<file path="config.mk">
export PLATFORM = sky130hd
export DESIGN_NAME = emp_ram
export DESIGN_NICKNAME = d
export VERILOG_FILES = /design/src/rtl/core/emp_ram.sv
export SDC_FILE = /design/constraint.sdc
export NUM_CORES = 2
export LEC_CHECK = 0
export BUFFER_PORTS_ARGS = -buffer_cell sky130_fd_sc_hd__buf_2
export CORE_MARGIN = 3
export CORE_UTILIZATION = 40
export DETAILED_ROUTE_END_ITERATION = 6
export GPL_TIMING_DRIVEN = 0
export MAX_ROUTING_LAYER = met4
export PLACE_DENSITY_LB_ADDON = 0.12
export SLEW_MARGIN = 20
export SYNTH_ARGS = -nofsm -noshare
export SYNTH_HDL_FRONTEND = slang
export SYNTH_SLANG_ARGS = --single-unit
</file>
<file path="constraint.sdc">
create_clock -name i_clk -period 3.64 [get_ports i_clk]
set_input_delay 0 -clock i_clk [delete_from_list [all_inputs] [get_ports i_clk]]
set_output_delay 0 -clock i_clk [all_outputs]
set_load 0.005 [all_outputs]
</file>
<file path="src/rtl/core/emp_ram.sv">
// ----------------------------------------------------------------------------
// Generic RAM
// One write port and one read port with a registered read.
// ----------------------------------------------------------------------------
module emp_ram #(
    parameter int WIDTH = 32,
    parameter int DEPTH = 64
) (
    input  logic                     i_clk,
    input  logic                     i_we,
    input  logic [$clog2(DEPTH)-1:0] i_waddr,
    input  logic [WIDTH-1:0]         i_wdata,
    input  logic [$clog2(DEPTH)-1:0] i_raddr,
    output logic [WIDTH-1:0]         o_rdata
);
    logic [WIDTH-1:0] r_mem [DEPTH];
    logic [WIDTH-1:0] r_rdata;

    always_ff @(posedge i_clk) begin
        if (i_we) begin
            r_mem[i_waddr] <= i_wdata;
        end
        r_rdata <= r_mem[i_raddr];
    end

    assign o_rdata = r_rdata;
endmodule

</file>
Word-level counts from Yosys, hierarchy flattened
Memories as Yosys holds them, arrays and structs flattened. A register that Yosys moved wholly into a read port is not among the register bits.
Cells that the tools add are included.

word-level totals
  bits in registers = 0
  latch bits = 0
  RAM bits = 2,048
  memory bits (read-only) = 0
  output and inout port bits = 32
  word-level logic and storage cells = 3
  memories kept = 1

memories
  name   depth  width  read ports  clocked after memory_dff  write ports  RTL line  text
  r_mem  64     32     1           1                         1            16        logic [WIDTH-1:0] r_mem [DEPTH];

cells by class
  $add $sub $neg = 0
  multipliers = 0
  div/mod/pow operators = 0
  order comparisons = 0
  equal/unequal tests = 0
  shift operators = 0
  multiplexer cells = 2
  bitwise gates (word level) = 0
  reduce and logical (&&, ||, !) cells = 0

operators by type and width
  cell    number
  $mux 1  2

Longest topological paths before layout
  word-level depth = 2
  depth in mapped cells = 10
  depth with buffers taken out = 5

Least setup slack after synthesis
No wires, ideal clock.

  path type = in2reg
  from = input i_waddr[3]
  to = memory r_mem[48][0], enable pin
  data arrival time = 2.699 ns
  data required time = 3.179 ns
  path slack = 0.480 ns
  stages = 4
  path buffers = 1
  cell sequence = clkbuf_1 nor2b_1 nand4b_1 nor3_1

RTL lines
  what             RTL line  text
  start, declared  11        input logic [$clog2(DEPTH)-1:0] i_waddr,
  end, declared    16

No word-level cell before the write port.

==> flow_summary.yaml <==
min_path:
  hold_class: "in2reg"
  holdPathStages: 2
  hold_end: "r_mem[58][9]$_DFFE_PP_"
  hold_start: "i_wdata[9]"
global_route:
  grt_pass1_vias: 38698
  grt.total_usage_pct: 26.8
  grt_max_degree: 65
  grt_overflow: 0
  grt_pass1_wl_mm: 352
  grt_antenna_before_repair: 12
power_and_ir_drop:
  power.density_nw_per_um2: 545
  ir_drop_uv: 524
  leakage_uw: 0.0293
floorplanning:
  start_util_pct: 40.5
  std_cell_rows: 161
  fp.dieArea_sq_um: 202000
  dieWidth_um: 449
  chipHeight_um: 449
  coreArea_sq_um: 194000
  io_pins: 78
worst_setup_path:
  crit_start: "i_raddr[1]"
  slowest_stage: "buf_1"
  max_stage_delay_ps: 710
  cp_common_cell: "buf_2"
  cp_max_fo: 10
  rrSetupSlack_ps: 760
  cp-end-kind: "flip-flop"
  critical_path_class: "in2reg"
  critPathLaunchType: "primary input"
  r2r-start: "r_mem[28][18]$_DFFE_PP_"
  worstPathCellList: "buf_2 -> buf_2 -> buf_2 -> or2_2 -> buf_1 -> o22ai_1 -> nor2_1 -> a21oi_1 -> nor2_1"
  worstReg2RegEnd: "o_rdata[18]$_DFF_P_"
  worst-r2r-cell-count: 4
  worstPathArrival_ps: 4240
  crit_required_ps: 4320
placed_design:
  dp_slack_ps: -1060
  dp_hpwl_mm: 177
  place_area_sq_um: 86400
  gp_congestion: 0.830
  numPortBuffers: 69
layout:
  final_area_sq_um: 93800
  drive_gt1_share_pct: 31.5
  fill_cells: 15742
  final_core_util_pct: 48.4
  syn_to_final_growth_pct: 19.4
  multi_input_area_sq_um: 16000
  seqCellArea_sq_um: 62100
  nets: 3856
routing:
  avgViaCountPerCell: 5.95
  routed_wirelength_mm: 262
  ant_nets: 0
  drc_errors: 0
  num_vias: 39299
  detail_route.iter0.violations: 5740
  first_pass_iters: 6
  routedWlPerCell_um: 39.7
logic_synthesis:
  synth_warnings: 0
  syn_nets: 3370
  synth_seq_cells: 2080
  netlist_area_sq_um: 78500
  synthDistinctLibCells: 34
  syn_avg_cell_area_sq_um: 23.6
  synth_seq_area_share_pct: 79.1
  synthCells: 3324
clock_network:
  insertion_delay_ps: 850
  cts_made_buffers: 215
  clockBufferDepth: 3
  clock_sinks: 2080
  h-tree-depth: 4
  postCtsSetupRepairBufs: 0
  cts.clk_slew.worst_paths_ps: 60
  clockRootBuffer: "clkbuf_16"
  cts_tree: "yes"
timing:
  hold_viol: 0
  worstMarginPinSlew_ps: 1220
  fin_crit_ps: 3570
  slew_viol_final: 0
  maxSlewHeadroom_pct: 18.4
  clock_skew_ps: 28.0
  tns_ps: 0
  fmax_mhz: 280
  setup_viol_count_final: 0
  period_share_pct: 98.0
  setup_ws_ps: 71.8
  rsz0062_at_grt: "false"
status:
  run_status: "finished clean"
run:
  cap_violations: 0
[repair_timing]
item / 4_1_cts / 5_1_grt
hold endpoints to repair: 1989 / 0
setup endpoints to repair: 2 / 1
hold buffers: 37 / 0
gates resized for setup: 1 / 1
pin swaps: 0 / 0
[sequential cells by signal, indices dropped and copies added, names as in the netlist]
signal / cells
o_rdata: 32
r_mem: 2048
[worst max-delay path, delay by kind of cell]
kind	cells	cell delay, ps
buffers and inverters	4	2220
AND/OR/NAND/NOR	3	1400
AO/OA/AOI/OAI	2	550
[layout by cell type (no fill, tap or decap), drive strengths merged]
master	netlist	routed
clkbuf	74	355
edfxtp	2048	2048
dlygate4sd3	0	37
and3	4	4
or3	3	3
diode	0	9
mux4	544	544
dfxtp	32	32
nand2b	8	8
a31oi	1	1
bufinv	0	16
nor2	137	137
o32ai	4	4
o221ai	27	27
nand3	5	5
nor3	7	7
clkinvlp	0	3
nand4b	1	1
or3b	5	5
buf	108	340
nand4	2	2
a311oi	8	8
a22oi	12	12
a41o	4	4
mux2i	93	93
and2	2	2
a21oi	62	62
inv	0	8
nand3b	5	5
o22ai	84	84
clkinv	0	91
nor2b	15	15
or2	3	3
nand2	26	26
[logic make-up after synthesis]
family / Yosys count / synth area share (%)
DFF: 2080 / 79.1
muxes: 637 / 16.8
AOI/OAI and AO/OA: 202 / 1.67
and+or+nand+nor: 223 / 1.27
buffers and inverters: 182 / 1.13
[area by class of cell]
cell class	instances	area share (%)
antenna	9	0.0240
clock inverter	118	1.09
buffer	182	0.973
clock buffer	281	6.25
sequential	2080	66.3
tap	2608	3.48
multi-input combinational	1062	17.0
timing repair buffer	269	4.88
[stage by stage]
step | power (uW) | hold slack (ps) | std cells
global route | 52500 | 85.7 | 6605
detailed placement | 29900 | 378 | 6163
CTS | 51400 | 12.3 | 6599
finish | 51100 | 75.9 | 6609
floorplan | 28400 | 98.9 | 3324
global placement | 29800 | 382 | 6001
[routing by layer]
metal	share of wire, %	wire (um)	up-vias	track usage, %
met1	41	108000	21742	36.6
met2	47	125000	1885	40.9
met3	8.2	21600	354	5.42
met4	3.1	8150	0	7.65
li1	-	-	15318	-
met5	0	0	-	-
[power by group]
part / internal [uW] / switching (uW) / leakage (uW)
logic: 967 / 1920 / 0.00726
registers: 26500 / 49.5 / 0.0187
clock network: 12400 / 9220 / 0.00338
[cell usage after synthesis (all sizes together)]
cell,number,share of area (%)
edfxtp,2048,78
mux4,544,16
nor2,137,0.65
buf,108,0.77
mux2i,93,1.2
o22ai,84,0.67
clkbuf,74,0.35
a21oi,62,0.40
dfxtp,32,0.82
o221ai,27,0.30
nand2,26,0.12
nor2b,15,0.12
a22oi,12,0.11
a311oi,8,0.089
nand2b,8,0.064
nor3,7,0.045
nand3,5,0.032
nand3b,5,0.048
or3b,5,0.056
a41o,4,0.051
and3,4,0.032
o32ai,4,0.045
or2,3,0.024
or3,3,0.024
and2,2,0.016
nand4,2,0.016
a31oi,1,0.0080
nand4b,1,0.011
[how the worst max path moves through the flow]
| stage | end | cells after the start | slack [ps] |
|---|---|---|---|
| floorplan | r_mem[48][0]$_DFFE_PP_ | 4 | 480 |
| global placement | r_mem[49][26]$_DFFE_PP_ | 3 | -4670 |
| detailed placement | o_rdata[24]$_DFF_P_ | 9 | -1060 |
| CTS | o_rdata[2]$_DFF_P_ | 9 | 80 |
| global route | o_rdata[2]$_DFF_P_ | 9 | 120 |
| finish | o_rdata[7]$_DFF_P_ | 9 | 70 |
Note: power is estimated with default switching activity, not from simulation.
